===== config.mk =====
export PLATFORM = sky130hd
export DESIGN_NAME = integer_to_ascii_dec_hex
export DESIGN_NICKNAME = d
export VERILOG_FILES = /design/src/hdl/itoa_pkg.sv /design/src/hdl/itoa_dabble.sv /design/src/hdl/integer_to_ascii_dec_hex.sv
export SDC_FILE = /design/constraint.sdc
export NUM_CORES = 1
export LEC_CHECK = 0
export BUFFER_PORTS_ARGS = -buffer_cell sky130_fd_sc_hd__buf_2
export CAP_MARGIN = 25
export CORE_ASPECT_RATIO = 1.1
export CORE_MARGIN = 2
export CORE_UTILIZATION = 60
export DETAILED_ROUTE_END_ITERATION = 8
export PLACE_DENSITY = 0.76
export SETUP_SLACK_MARGIN = 0.5
export SLEW_MARGIN = 0
export SYNTH_ARGS = -nofsm -noshare
export SYNTH_HDL_FRONTEND = slang
export SYNTH_SLANG_ARGS = --single-unit

===== constraint.sdc =====
create_clock -name i_clk -period 5.7 [get_ports i_clk]
set_input_delay 1.425 -clock i_clk [delete_from_list [all_inputs] [get_ports i_clk]]
set_output_delay 1.425 -clock i_clk [all_outputs]
set_load 0.005 [all_outputs]

===== src/hdl/itoa_pkg.sv =====
// ----------------------------------------------------------------------------
// itoa_pkg
// Character codes and shift-and-add-3 constants for the number to text block.
// ----------------------------------------------------------------------------
`default_nettype none

package itoa_pkg;

    // ASCII bases for digits and hex letters.
    localparam logic [6:0] ASCII_ZERO    = 7'h30;
    localparam logic [6:0] ASCII_UPPER_A = 7'h41;
    localparam logic [6:0] ASCII_LOWER_A = 7'h61;

    // Decimal radix; a nibble at or above it is a hex letter.
    localparam logic [3:0] DEC_RADIX = 4'd10;

    // Shift-and-add-3: a BCD digit at or above five gets three added.
    localparam logic [3:0] DAB_ADJ_MIN = 4'd5;
    localparam logic [3:0] DAB_ADJ     = 4'd3;

    // Binary bits consumed by each full conversion stage.
    localparam int BITS_PER_STAGE = 4;

endpackage : itoa_pkg

`default_nettype wire


===== src/hdl/itoa_dabble.sv =====
// ----------------------------------------------------------------------------
// itoa_dabble
// Pipelined binary to BCD converter; a stage runs up to four shift-and-add-3
// steps. The value and mode bits travel alongside for the hex path.
// ----------------------------------------------------------------------------
`default_nettype none

module itoa_dabble #(
    parameter int VALUE_BITS = 32,
    parameter int DIGITS     = 10,
    parameter int HEX_W      = 32
) (
    input  wire logic                    i_clk,
    input  wire logic                    i_rst_n,
    // Input words
    input  wire logic                    i_valid,
    output logic                         o_ready,
    input  wire logic [VALUE_BITS-1:0]   i_value,
    input  wire logic                    i_hex_mode,
    input  wire logic                    i_lower_case,
    // Converted words
    output logic                         o_valid,
    input  wire logic                    i_ready,
    output logic [4*DIGITS-1:0]          o_bcd,
    output logic [HEX_W-1:0]             o_val,
    output logic                         o_hex,
    output logic                         o_low
);

    localparam int BPS    = itoa_pkg::BITS_PER_STAGE;
    localparam int STAGES = (VALUE_BITS + BPS - 1) / BPS;
    localparam int ACC_W  = 4 * DIGITS + VALUE_BITS;

    logic [ACC_W-1:0] r_acc [STAGES];
    logic [HEX_W-1:0] r_val [STAGES];
    logic             r_hex [STAGES];
    logic             r_low [STAGES];
    logic             r_v   [STAGES];
    logic             w_en  [STAGES];

    for (genvar s = 0; s < STAGES; s++) begin : g_stage
        localparam int NSTEP = ((s + 1) * BPS <= VALUE_BITS) ? BPS : VALUE_BITS - s * BPS;

        logic [ACC_W-1:0] w_in_acc;
        logic [HEX_W-1:0] w_in_val;
        logic             w_in_hex;
        logic             w_in_low;
        logic             w_in_v;
        logic [ACC_W-1:0] n_acc;

        // Stage input comes from the port or from the previous stage.
        if (s == 0) begin : g_first
            assign w_in_acc = ACC_W'(i_value);
            assign w_in_val = HEX_W'(i_value);
            assign w_in_hex = i_hex_mode;
            assign w_in_low = i_lower_case;
            assign w_in_v   = i_valid;
        end else begin : g_next
            assign w_in_acc = r_acc[s-1];
            assign w_in_val = r_val[s-1];
            assign w_in_hex = r_hex[s-1];
            assign w_in_low = r_low[s-1];
            assign w_in_v   = r_v[s-1];
        end

        // A stage loads when it is empty or its word moves on.
        if (s == STAGES - 1) begin : g_last
            assign w_en[s] = !r_v[s] || i_ready;
        end else begin : g_mid
            assign w_en[s] = !r_v[s] || w_en[s+1];
        end

        // Shift-and-add-3 steps for this stage's share of bits.
        always_comb begin
            logic [ACC_W-1:0] x;
            x = w_in_acc;
            for (int k = 0; k < NSTEP; k++) begin
                for (int d = 0; d < DIGITS; d++) begin
                    if (x[VALUE_BITS + 4*d +: 4] >= itoa_pkg::DAB_ADJ_MIN) begin
                        x[VALUE_BITS + 4*d +: 4] = x[VALUE_BITS + 4*d +: 4] + itoa_pkg::DAB_ADJ;
                    end
                end
                x = x << 1;
            end
            n_acc = x;
        end

        // Valid bit of the stage.
        always_ff @(posedge i_clk) begin
            if (!i_rst_n) begin
                r_v[s] <= 1'b0;
            end else if (w_en[s]) begin
                r_v[s] <= w_in_v;
            end
        end

        // Payload of the stage.
        always_ff @(posedge i_clk) begin
            if (w_en[s]) begin
                r_acc[s] <= n_acc;
                r_val[s] <= w_in_val;
                r_hex[s] <= w_in_hex;
                r_low[s] <= w_in_low;
            end
        end
    end

    assign o_ready = w_en[0];
    assign o_valid = r_v[STAGES-1];
    assign o_bcd   = r_acc[STAGES-1][ACC_W-1 -: 4*DIGITS];
    assign o_val   = r_val[STAGES-1];
    assign o_hex   = r_hex[STAGES-1];
    assign o_low   = r_low[STAGES-1];

endmodule : itoa_dabble

`default_nettype wire


===== src/hdl/integer_to_ascii_dec_hex.sv =====
// ----------------------------------------------------------------------------
// integer_to_ascii_dec_hex
// Renders an unsigned number as ASCII decimal or byte-wise hex text, one
// character per output word, most significant first, last on the final one.
// ----------------------------------------------------------------------------
//  Channel | Handshake          | Payload
//  --------+--------------------+-----------------------------------------
//  input   | i_valid / o_ready  | i_value, i_hex_mode, i_lower_case
//  output  | o_valid / i_ready  | o_character, o_last
//
//  A word passes ceil(VALUE_BITS/4) conversion stages (8 at 32 bits), then a
//  serializer gives one character per cycle, unless stalled, through the
//  single output character port; a word gives 1 to 10 characters at 32 bits.
//  The serializer takes the next word in the cycle its final character moves
//  to the output register. Reset clears all valid bits and the serializer.
//  A stall at the output holds every stage; nothing is lost or repeated.
// ----------------------------------------------------------------------------
`default_nettype none

module integer_to_ascii_dec_hex #(
    parameter int VALUE_BITS = 32
) (
    input  wire logic                  i_clk,
    input  wire logic                  i_rst_n,
    input  wire logic                  i_valid,
    output logic                       o_ready,
    input  wire logic [VALUE_BITS-1:0] i_value,
    input  wire logic                  i_hex_mode,
    input  wire logic                  i_lower_case,
    output logic                       o_valid,
    input  wire logic                  i_ready,
    output logic [6:0]                 o_character,
    output logic                       o_last
);

    localparam int DIGITS    = (VALUE_BITS * 77) / 256 + 1;
    localparam int HEX_BYTES = (VALUE_BITS + 7) / 8;
    localparam int HEX_W     = HEX_BYTES * 8;
    localparam int MAX_CHARS = (DIGITS > 2 * HEX_BYTES) ? DIGITS : 2 * HEX_BYTES;
    localparam int IW        = $clog2(MAX_CHARS);

    logic [4*DIGITS-1:0] w_bcd;
    logic [HEX_W-1:0]    w_val;
    logic                w_hex;
    logic                w_low;
    logic                w_valid;
    logic                w_ready;

    itoa_dabble #(
        .VALUE_BITS (VALUE_BITS),
        .DIGITS     (DIGITS),
        .HEX_W      (HEX_W)
    ) u_dabble (
        .i_clk        (i_clk),
        .i_rst_n      (i_rst_n),
        .i_valid      (i_valid),
        .o_ready      (o_ready),
        .i_value      (i_value),
        .i_hex_mode   (i_hex_mode),
        .i_lower_case (i_lower_case),
        .o_valid      (w_valid),
        .i_ready      (w_ready),
        .o_bcd        (w_bcd),
        .o_val        (w_val),
        .o_hex        (w_hex),
        .o_low        (w_low)
    );

    logic                r_busy;
    logic [IW-1:0]       r_idx;
    logic [4*DIGITS-1:0] r_bcd;
    logic [HEX_W-1:0]    r_val;
    logic                r_hex;
    logic                r_low;
    logic                w_out_load;
    logic [IW-1:0]       w_first_idx;
    logic [3:0]          w_nib;
    logic [6:0]          w_char;

    // While the serializer holds a word, the output register loads whenever it is empty or being taken.
    assign w_out_load = r_busy && (!o_valid || i_ready);
    assign w_ready    = !r_busy || (w_out_load && (r_idx == '0));

    // Index of the first character: highest nonzero digit or byte.
    always_comb begin
        w_first_idx = '0;
        if (w_hex) begin
            w_first_idx = IW'(1);
            for (int b = 0; b < HEX_BYTES; b++) begin
                if (w_val[8*b +: 8] != 8'h00) begin
                    w_first_idx = IW'(2 * b + 1);
                end
            end
        end else begin
            for (int d = 0; d < DIGITS; d++) begin
                if (w_bcd[4*d +: 4] != 4'h0) begin
                    w_first_idx = IW'(d);
                end
            end
        end
    end

    // Current nibble and its character code.
    always_comb begin
        w_nib = r_hex ? r_val[4*r_idx +: 4] : r_bcd[4*r_idx +: 4];
        if (!r_hex || (w_nib < itoa_pkg::DEC_RADIX)) begin
            w_char = itoa_pkg::ASCII_ZERO + 7'(w_nib);
        end else begin
            w_char = (r_low ? itoa_pkg::ASCII_LOWER_A : itoa_pkg::ASCII_UPPER_A)
                     + 7'(w_nib - itoa_pkg::DEC_RADIX);
        end
    end

    // Serializer control and output valid.
    always_ff @(posedge i_clk) begin
        if (!i_rst_n) begin
            r_busy  <= 1'b0;
            r_idx   <= '0;
            o_valid <= 1'b0;
        end else begin
            if (w_out_load) begin
                o_valid <= 1'b1;
            end else if (i_ready) begin
                o_valid <= 1'b0;
            end
            if (w_valid && w_ready) begin
                r_busy <= 1'b1;
                r_idx  <= w_first_idx;
            end else if (w_out_load) begin
                if (r_idx == '0) begin
                    r_busy <= 1'b0;
                end else begin
                    r_idx <= r_idx - IW'(1);
                end
            end
        end
    end

    // Serializer payload and output characters.
    always_ff @(posedge i_clk) begin
        if (w_valid && w_ready) begin
            r_bcd <= w_bcd;
            r_val <= w_val;
            r_hex <= w_hex;
            r_low <= w_low;
        end
        if (w_out_load) begin
            o_character <= w_char;
            o_last      <= (r_idx == '0);
        end
    end

`ifndef ASSERT_OFF
    // The character index never runs past the widest text.
    a_idx_range: assert property (@(posedge i_clk) disable iff (!i_rst_n)
        r_busy |-> (r_idx < IW'(MAX_CHARS)))
        else $error("character index out of range");

    // After a non-final character is taken, the next one is ready at once.
    a_no_gap: assert property (@(posedge i_clk) disable iff (!i_rst_n)
        (o_valid && i_ready && !o_last) |=> o_valid)
        else $error("gap inside a word's text");

    // Every character is a digit or a hex letter.
    a_char_set: assert property (@(posedge i_clk) disable iff (!i_rst_n)
        o_valid |-> ((o_character >= 7'h30 && o_character <= 7'h39) ||
                     (o_character >= 7'h41 && o_character <= 7'h46) ||
                     (o_character >= 7'h61 && o_character <= 7'h66)))
        else $error("character outside digit and hex letter set");
`endif

endmodule : integer_to_ascii_dec_hex

`default_nettype wire

## Word-level counts from Yosys, hierarchy flattened

Memories as Yosys holds them, arrays and structs flattened. A register that Yosys moved wholly into a read port is not among the register bits.
Cells that the tools add are included.

- Logic and storage cells: 995
- Output and inout bits: 10
- RAM bits: 824
- Memories kept: 5
- Input bits: 38
- Register bits: 87

- Bitwise operators: 8
- Magnitude comparators: 287
- Add/sub/neg operators: 290
- Shift operators: 2
- Reduce and logical (&&, ||, !) cells: 43
- Mux-type cells: 351
- Equality and inequality tests: 1

Memories:

| memory | depth | width | rd ports | clocked after Yosys merged registers in | wr ports | line | RTL |
|---|---|---|---|---|---|---|---|
| u_dabble.r_acc | 8 | 68 | 8 | 0 | 8 | itoa_dabble.sv:34 | `logic [ACC_W-1:0] r_acc [STAGES];` |
| u_dabble.r_val | 8 | 32 | 8 | 0 | 8 | itoa_dabble.sv:35 | `logic [HEX_W-1:0] r_val [STAGES];` |
| u_dabble.r_hex | 8 | 1 | 8 | 0 | 8 | itoa_dabble.sv:36 | `logic r_hex [STAGES];` |
| u_dabble.r_low | 8 | 1 | 8 | 1 | 8 | itoa_dabble.sv:37 | `logic r_low [STAGES];` |
| u_dabble.r_v | 8 | 1 | 8 | 0 | 8 | itoa_dabble.sv:38 | `logic r_v [STAGES];` |

Operators with widths:

| operator | count |
|---|---|
| 4-bit by 3-bit >= comparator with 1-bit output (second input constant) | 283 |
| 4-bit 2-to-1 mux | 270 |
| 4-bit by 2-bit adder with 4-bit output (second input constant) | 255 |
| 3-bit 2-to-1 mux | 31 |
| 3-bit by 2-bit adder with 3-bit output (second input constant) | 28 |
| 1-bit 2-to-1 mux | 47 |
| 40-bit by 7-bit variable part select with 4-bit output | 1 |
| 4-bit nonzero test | 9 |
| 32-bit by 7-bit variable part select with 4-bit output | 1 |
| 8-bit nonzero test | 3 |
| 1-bit logical NOT | 11 |
| 1-bit logical OR | 11 |
| 1-bit OR | 8 |
| 6-bit by 4-bit adder with 7-bit output (first input constant) | 1 |
| 7-bit adder | 1 |
| 7-bit 2-to-1 mux | 1 |
| 1-bit by 2-bit adder with 3-bit output (both inputs constant) | 2 |
| 1-bit by 3-bit >= comparator with 1-bit output (both inputs constant) | 2 |
| 6-bit 2-to-1 mux | 1 |
| 2-bit nonzero test | 3 |
| 4-bit by 4-bit subtractor with 5-bit output (second input constant) | 1 |
| 4-bit logical NOT | 1 |
| 4-bit < comparator (second input constant) | 1 |
| 2-bit AND reduction | 2 |
| other kinds (6) | 8 |

## Logic depth before layout (Yosys ltp)

Gate-level depths: netlist (run 1).

- Depth in word-level cells: 17
- Mapped depth: 20
- Mapped depth without buffers: 18

## Cells and area by module

A second synthesis (run 1) with hierarchy kept.

- Cells, all modules: 3289
- Area, all modules: 34291.6 um2

Modules (own cells, without submodules):

| module | times used | area each (um2) | cells each | sequential area each (um2) |
|---|---|---|---|---|
| itoa_dabble | 1 | 30314.1 | 3033 | 13713.2 |
| integer_to_ascii_dec_hex | 1 | 3977.6 | 256 | 2582.5 |

## Worst setup path after synthesis (run 1)

OpenSTA, ideal clock, no wires.

- Path type: input port to output port
- Start point: input port i_ready
- End point: output port o_ready
- Arrival time: 3.639 ns
- Required time: 4.275 ns
- Buffers on the path: 1
- Stages: 8
- Setup slack: 0.636 ns
- Cell sequence: nand2b_1 a21oi_1 and2_1 and3_1 and3_1 and2_1 clkbuf_1 nand3_1

- Word-level cells in the longest chain between the ends: 12

Ends and longest elaborated chain:

| item | line | RTL |
|---|---|---|
| from (decl) | integer_to_ascii_dec_hex.sv:31 | `input wire logic i_ready,` |
| 1-bit logical OR | integer_to_ascii_dec_hex.sv:81 | `assign w_out_load = r_busy && (!o_valid \|\| i_ready);` |
| 1-bit logical AND | integer_to_ascii_dec_hex.sv:81 |  |
| 1-bit logical AND | integer_to_ascii_dec_hex.sv:82 | `assign w_ready = !r_busy \|\| (w_out_load && (r_idx == '0));` |
| 1-bit logical OR | integer_to_ascii_dec_hex.sv:82 |  |
| 1-bit logical OR | itoa_dabble.sv:68 | `assign w_en[s] = !r_v[s] \|\| i_ready;` |
| 1-bit logical OR (7 in a row) | itoa_dabble.sv:70 | `assign w_en[s] = !r_v[s] \|\| w_en[s+1];` |
| to (decl) | integer_to_ascii_dec_hex.sv:26 | `output logic o_ready,` |

No other way between the ends.

## Worst setup path in the final report (run 1)

- Start point: register r_idx[0]
- End point: output port o_ready

- Word-level cells in the longest chain between the ends: 11

Ends and longest elaborated chain:

| item | line | RTL |
|---|---|---|
| from (decl) | integer_to_ascii_dec_hex.sv:70 | `logic [IW-1:0] r_idx;` |
| from (signal assigned) | integer_to_ascii_dec_hex.sv:128 | `r_idx <= w_first_idx;` |
| from (signal assigned) | integer_to_ascii_dec_hex.sv:133 | `r_idx <= r_idx - IW'(1);` |
| 4-bit logical NOT | integer_to_ascii_dec_hex.sv:82 |  |
| 1-bit logical AND | integer_to_ascii_dec_hex.sv:82 |  |
| 1-bit logical OR | integer_to_ascii_dec_hex.sv:82 |  |
| 1-bit logical OR | itoa_dabble.sv:68 |  |
| 1-bit logical OR (7 in a row) | itoa_dabble.sv:70 |  |

No other way between the ends.

==> summary.md, run 1 <==
| Metric | Value |
|---|---|
| First-pass DRT Iterations | `6` |
| Initial Util | `60.6%` |
| # IOs | `48` |
| Worst Tran Pin Value | `0.998 ns` |
| Layout area overhead | `9.02%` |
| Worst path cell trace | `buf_4, inv_1, ha_1, nor3b_1, a21oi_2, and2_2, and3_1, and3_1, and2_1, nand3_2, buf_2` |
| R2R depth | `14` |
| RSZ-0062 raised after global routing | `no` |
| Yosys reg bits | `544` |
| CP max-delay cell | `buf_4` |
| Initial DRC count | `1969` |
| DR vias | `25743` |
| Proportion of layout cells with a drive suffix above 1 | `11.7%` |
| Nets | `3561` |
| Setup crit end kind | `primary output` |
| Crit-path max cell delay | `0.32 ns` |
| Post-DRT Antenna Nets | `0` |
| Maximum clock rate | `201 MHz` |
| Syn Area/Cell | `10.4 um^2` |
| H-tree lvl count | `2` |
| RePlAce Congestion | `0.846` |
| Core area | `57200 um^2` |
| Final Max Tran Viols | `0` |
| Cts bufs inserted | `56` |
| Die height | `256 um` |
| Total of max-cap violations | `0` |
| Clock latency on the worst-skew pair | `0.63 ns` |
| Total grt overflow | `0` |
| Clock sink total | `544` |
| Fin crit share | `87.2%` |
| Status | `complete, no violations` |
| Setup violators final | `0` |
| Dpl hpwl | `49000 um` |
| Clk root buf | `clkbuf_16` |
| Synth Flop Type | `edfxtp_1` |
| Critical Path Most Common Cell | `and3_1` |
| Sequential fraction of the synthesis area | `46.9%` |
| Fin Clk Skew | `0.0313 ns` |
| TNS Setup | `0 ns` |
| WP data required | `4.28 ns` |
| Setup slack, reg-to-reg | `1.45 ns` |
| Count of buffers from port buffering | `47` |
| HP Class | `reg -> reg` |
| CTS tree | `built` |
| Crit path time final | `4.97 ns` |
| Asr flop ratio synth | `0%` |
| Reg-to-reg endpoint | `u_dabble.r_acc[0][237]` |
| Gr usage total | `22.6%` |
| WP data arrival | `3.54 ns` |
| Ys Warns | `0` |
| CTS clk-pin slew, worst paths | `0.07 ns` |
| CP Capture Point | `o_ready` |
| Crit Path Class | `reg -> out` |
| Number of distinct library cells after synthesis | `110` |
| Post-Syn Nets | `3536` |
| Initial antenna violation count | `0` |
| CP startpoint kind | `flip-flop` |
| Die area | `59700 um^2` |
| Slew headroom | `33.4%` |
| Post-synth EDFFs | `537` |
| Number of vias per cell | `6.17` |
| CP max FO | `25` |
| Post-Synthesis Cells | `3346` |
| Routed wire per std cell | `16.4 um` |
| Core Rows | `92` |
| Die width | `233 um` |
| Largest net degree at the start of global routing | `72` |
| Number of diodes | `0` |
| Clock buffer depth | `3` |
| Crit path launch | `r_idx[0]` |
| DRC viols | `0` |
| WL final | `68200 um` |
| Syn Std Cell Area | `34700 um^2` |
| First-pass GRT wire length | `114000 um` |
| Endpoints failing hold | `0` |
| Worst r2r src | `u_dabble.r_val[0][84]` |
| Vias in the first global route | `24396` |
==> sequential cells by signal (all words and copies together) (netlist names) <==
signal          count
o_valid             1
r_idx               4
r_val              31
r_low               1
r_bcd              40
u_dabble.r_val    256
r_hex               1
u_dabble.r_hex      8
u_dabble.r_acc    177
u_dabble.r_low      8
r_busy              1
u_dabble.r_v        8
o_character         7
o_last              1
==> through the flow <==
| stage | hold slack, ns | area [um^2] | setup slack (ns) | util, % | instances |
|---|---|---|---|---|---|
| 2_1_floorplan | 0.400 | 34700 | 0.636 | - | 3346 |
| 3_3_place_gp | 0.401 | 35500 | 0.715 | 62.1 | 4057 |
| 3_5_place_dp | 0.405 | 35600 | 0.623 | 62.2 | 4059 |
| 4_1_cts | 0.414 | 37700 | 0.503 | 65.9 | 4165 |
| 5_1_grt | 0.423 | 37800 | 0.552 | 66.1 | 4171 |
| 6_report | 0.413 | 37800 | 0.732 | 66.1 | 4171 |
==> critical path, delay by kind of cell, from the launching register on <==
family | cells | cell delay (ns)
fa+ha+maj | 1 | 0.23
compound gates | 1 | 0.25
flops | 1 | 0.30
buf+inv | 3 | 0.61
simple gates | 6 | 1.53
==> layout by cell type (no fill, tap or decap), types with 20 or more instances in the layout <==
master       n
a211oi_1    38
a21o_1      26
a21oi_1    287
a21oi_2     38
a31oi_1     76
and3_1      22
buf_2       48
clkbuf_16   56
edfxtp_1   537
ha_1       152
inv_1      173
mux2_2      62
mux2i_1     92
nand2_1    219
nand2b_1    55
nand3_1     61
nor2_1     254
nor2b_1     45
nor3_1      61
nor3b_1     42
o211ai_1    20
o21a_1      25
o21ai_0    271
o21ai_1     61
o22ai_1     32
or3_1       20
xnor2_1    123
xor2_1      26
==> cell usage after synthesis (all sizes together) (20+ instances only) <==
cell    number  area share (%)
edfxtp     537              47
o21ai      338             4.9
a21oi      330             5.3
nor2       255             2.8
nand2      223             2.4
inv        191             2.1
ha         152             5.5
xnor2      142             4.0
mux2i       95             2.8
a31oi       82             1.6
clkbuf      82            0.89
mux2        68             2.2
nand3       62            0.90
nor3        61            0.88
nand2b      56             1.0
nor2b       46            0.83
a211oi      45             1.1
nor3b       42            0.91
o22ai       33            0.61
a21o        26            0.56
xor2        26            0.66
o21a        25            0.54
o211ai      24            0.58
and3        23            0.43
a22oi       20            0.45
o31ai       20            0.47
or3         20            0.36
==> layout make-up <==
cell class,count,area [um^2]
fillers,4174,19400
multi-input cells,2509,17300
flip-flops and latches,544,16300
clock buffers,72,1520
well taps,752,941
inverters,192,721
clock inverters,34,616
repair buffers,68,448
==> how the worst min path moves through the flow <==
stage | startpoint | to | slack (ns) | depth (start not counted)
after floorplan | u_dabble.r_val[1][96] | r_bcd[0] | 0.40 | 0
after global placement | u_dabble.r_val[0][23] | u_dabble.r_val[0][55] | 0.40 | 0
after detailed placement | u_dabble.r_acc[1][235] | r_bcd[3] | 0.40 | 0
after CTS | u_dabble.r_val[0][58] | u_dabble.r_val[0][90] | 0.41 | 0
after global routing | u_dabble.r_val[1][49] | u_dabble.r_val[1][81] | 0.42 | 0
final | u_dabble.r_val[0][58] | u_dabble.r_val[0][90] | 0.41 | 0
==> kinds of logic (layout without fill, tap and decap cells) <==
family	after synthesis	after routing	synth area share, %
AOI/OAI and AO/OA	1135	1135	21.2
and+or+nand+nor	870	870	12.2
adders and majority gates	154	154	5.54
muxes	182	182	6.25
DFF	544	544	46.9
xor gates and xnor gates	168	168	4.66
buffers and inverters	293	366	3.30
==> layer usage <==
metal / vias to the layer above / share of wire, % / global-route usage, %
met5: - / 0 / 0
met4: 0 / 2.3 / 6.09
met3: 127 / 4.2 / 2.96
met2: 632 / 52 / 41.7
met1: 12238 / 41 / 27.4
li1: 12746 / - / -
==> repair_timing <==
item,in CTS,in global routing
gates resized for setup,0,2
hold buffers,0,0
setup buffers,0,0
setup endpoints to repair,0,1
hold endpoints to repair,0,0
Power of run 1 is not shown: default switching activity piles up to over one toggle a cycle in this logic, so the estimate is an artifact.
==> run 2: changes to the inputs <==
--- a/config.mk
+++ b/config.mk
@@ -7,7 +7,7 @@
 export LEC_CHECK = 0
 export BUFFER_PORTS_ARGS = -buffer_cell sky130_fd_sc_hd__buf_2
 export CAP_MARGIN = 25
-export CORE_ASPECT_RATIO = 1.1
+export CORE_ASPECT_RATIO = 0.7
 export CORE_MARGIN = 2
 export CORE_UTILIZATION = 60
 export DETAILED_ROUTE_END_ITERATION = 8
==> run 2 against run 1 <==
Compared with the run above:
- hold slack better by 0.0052 ns
- count of clock-buffer cells in the layout down 15
- sequential share of layout area up 0.59 points
- worst setup slack better by 0.035 ns
- cell count down 0.38%
- die area about the same
- utilization down 0.54 points
- global-route usage up 0.38 points
- maximum frequency up 0.71%
==> summary.md, run 2 (synthesized netlist as in run 1, its figures left out) <==
| Metric | Value |
|---|---|
| Status | `complete, no violations` |
| Proportion of layout cells with a drive suffix above 1 | `11.1%` |
| Most frequent cells in the layout | `edfxtp_1 (537), a21oi_1 (287), o21ai_0 (271), nor2_1 (254), nand2_1 (219)` |
| Die width | `291 um` |
| Setup slack, reg-to-reg | `1.44 ns` |
| Hold path start | `u_dabble.r_val[0][76]` |
| Fin Clk Skew | `0.0471 ns` |
| Total of max-cap violations | `0` |
| Worst hold stages | `0` |
| Die area | `59700 um^2` |
| Setup crit end kind | `primary output` |
| Crit path time final | `4.93 ns` |
| Clock buffer depth | `3` |
| RePlAce Congestion | `0.894` |
| RSZ-0062 raised after global routing | `no` |
| Reg-to-reg endpoint | `u_dabble.r_acc[1][49]` |
| # fillers | `4256` |
| Largest regs | `u_dabble.r_val: 256 flops, u_dabble.r_acc: 177 flops, r_bcd: 40 flops` |
| Initial Util | `60.9%` |
| Number of diodes | `0` |
| Most common cell after layout, fill and taps aside | `edfxtp_1` |
| Vias in the first global route | `24098` |
| Setup repair bufs after CTS | `0` |
| CTS clk-pin slew, worst paths | `0.06 ns` |
| Largest Register | `u_dabble.r_val` |
| Fin crit share | `86.5%` |
| H-tree lvl count | `2` |
| WP data arrival | `3.51 ns` |
| Post-CTS Resized | `0` |
| Core Rows | `73` |
| Post-DRT Antenna Nets | `0` |
| Initial antenna violation count | `0` |
| HP Class | `reg -> reg` |
| Hold Crit Endpoint | `u_dabble.r_val[0][108]` |
| Slew headroom | `27.8%` |
| Cts bufs inserted | `50` |
| DR vias | `26137` |
| Setup violators final | `0` |
| Endpoints failing hold | `0` |
| R2R depth | `16` |
| Count of buffers from port buffering | `47` |
| CTS tree | `built` |
| Largest net degree at the start of global routing | `60` |
| Die height | `205 um` |
| Layout area overhead | `7.55%` |
| Dpl hpwl | `50200 um` |
| Worst r2r src | `u_dabble.r_acc[0][248]` |
| Clk root buf | `clkbuf_16` |
| Max reg flops | `256` |
| Routed wire per std cell | `16.8 um` |
| Clock sink total | `544` |
| WL final | `70000 um` |
| WP data required | `4.28 ns` |
| Clock latency on the worst-skew pair | `0.62 ns` |
| First-pass GRT wire length | `115000 um` |
| # IOs | `48` |
| Worst Tran Pin Value | `1.07 ns` |
| Total grt overflow | `0` |
| CP startpoint kind | `flip-flop` |
| First-pass DRT Iterations | `6` |
| Crit Path Class | `reg -> out` |
| Number of vias per cell | `6.29` |
| TNS Setup | `0 ns` |
| Maximum clock rate | `203 MHz` |
| DRC viols | `0` |
| Gr usage total | `22.9%` |
| Final Max Tran Viols | `0` |
| CP max FO | `25` |
| Core area | `56900 um^2` |
| Initial DRC count | `2529` |
| Nets | `3555` |
| Cts-stage hold buffer count | `0` |
-- run 2: cell types whose count changed in the layout (fill, tap and decap cells not counted), moves of 4 or more --
cell	before	now
clkbuf_8	6	0
clkinv_4	5	1
clkbuf_16	56	50
clkinv_1	3	12
bufinv_16	13	6
-- run 2: worst max path at each step --
stage | from | end | slack [ns] | cells after the start
after detailed placement | i_ready | o_ready | 0.68 | 9
after global routing | r_idx[0] | o_ready | 0.57 | 11
after floorplan | i_ready | o_ready | 0.64 | 8
final | r_idx[0] | o_ready | 0.77 | 11
after global placement | i_ready | o_ready | 0.75 | 9
after CTS | r_idx[0] | o_ready | 0.60 | 11
-- run 2: metrics by stage --
step / hold slack (ns) / area [um^2] / setup slack [ns] / util [%] / std cells
2_1_floorplan: 0.400 / 34700 / 0.636 / - / 3346
6_report: 0.418 / 37300 / 0.767 / 65.5 / 4155
5_1_grt: 0.418 / 37300 / 0.568 / 65.5 / 4155
3_3_place_gp: 0.401 / 35600 / 0.745 / 62.5 / 4059
4_1_cts: 0.418 / 37200 / 0.601 / 65.4 / 4151
3_5_place_dp: 0.405 / 35600 / 0.679 / 62.5 / 4059
-- run 2: area by class of cell --
cell class / instances / area [um^2] / share of cell area, %
clock inverters: 35 / 397 / 1.06
clock buffers: 57 / 1280 / 3.43
multi-input cells: 2509 / 17300 / 46.4
well taps: 750 / 938 / 2.52
repair buffers: 68 / 403 / 1.08
inverters: 192 / 721 / 1.93
flip-flops and latches: 544 / 16300 / 43.6
-- run 2: metal layers --
| metal | routed length [um] | vias to the layer above | track usage [%] |
|---|---|---|---|
| met1 | 31300 | 12450 | 31.5 |
| met5 | 0 | - | 0 |
| met4 | 1120 | 0 | 5.35 |
| met2 | 33100 | 860 | 38.6 |
| li1 | - | 12724 | - |
| met3 | 4510 | 103 | 3.56 |
-- run 2: worst max-delay path: stages (launching register included) --
cell	delay [ns]
dfxtp_1	0.31
buf_4	0.32
inv_1	0.14
ha_1	0.23
nor3b_1	0.17
a21oi_2	0.25
and2_2	0.28
and3_1	0.29
and3_1	0.25
and2_1	0.32
nand3_2	0.17
buf_2	0.16
Power of run 2 is left out for the same reason.
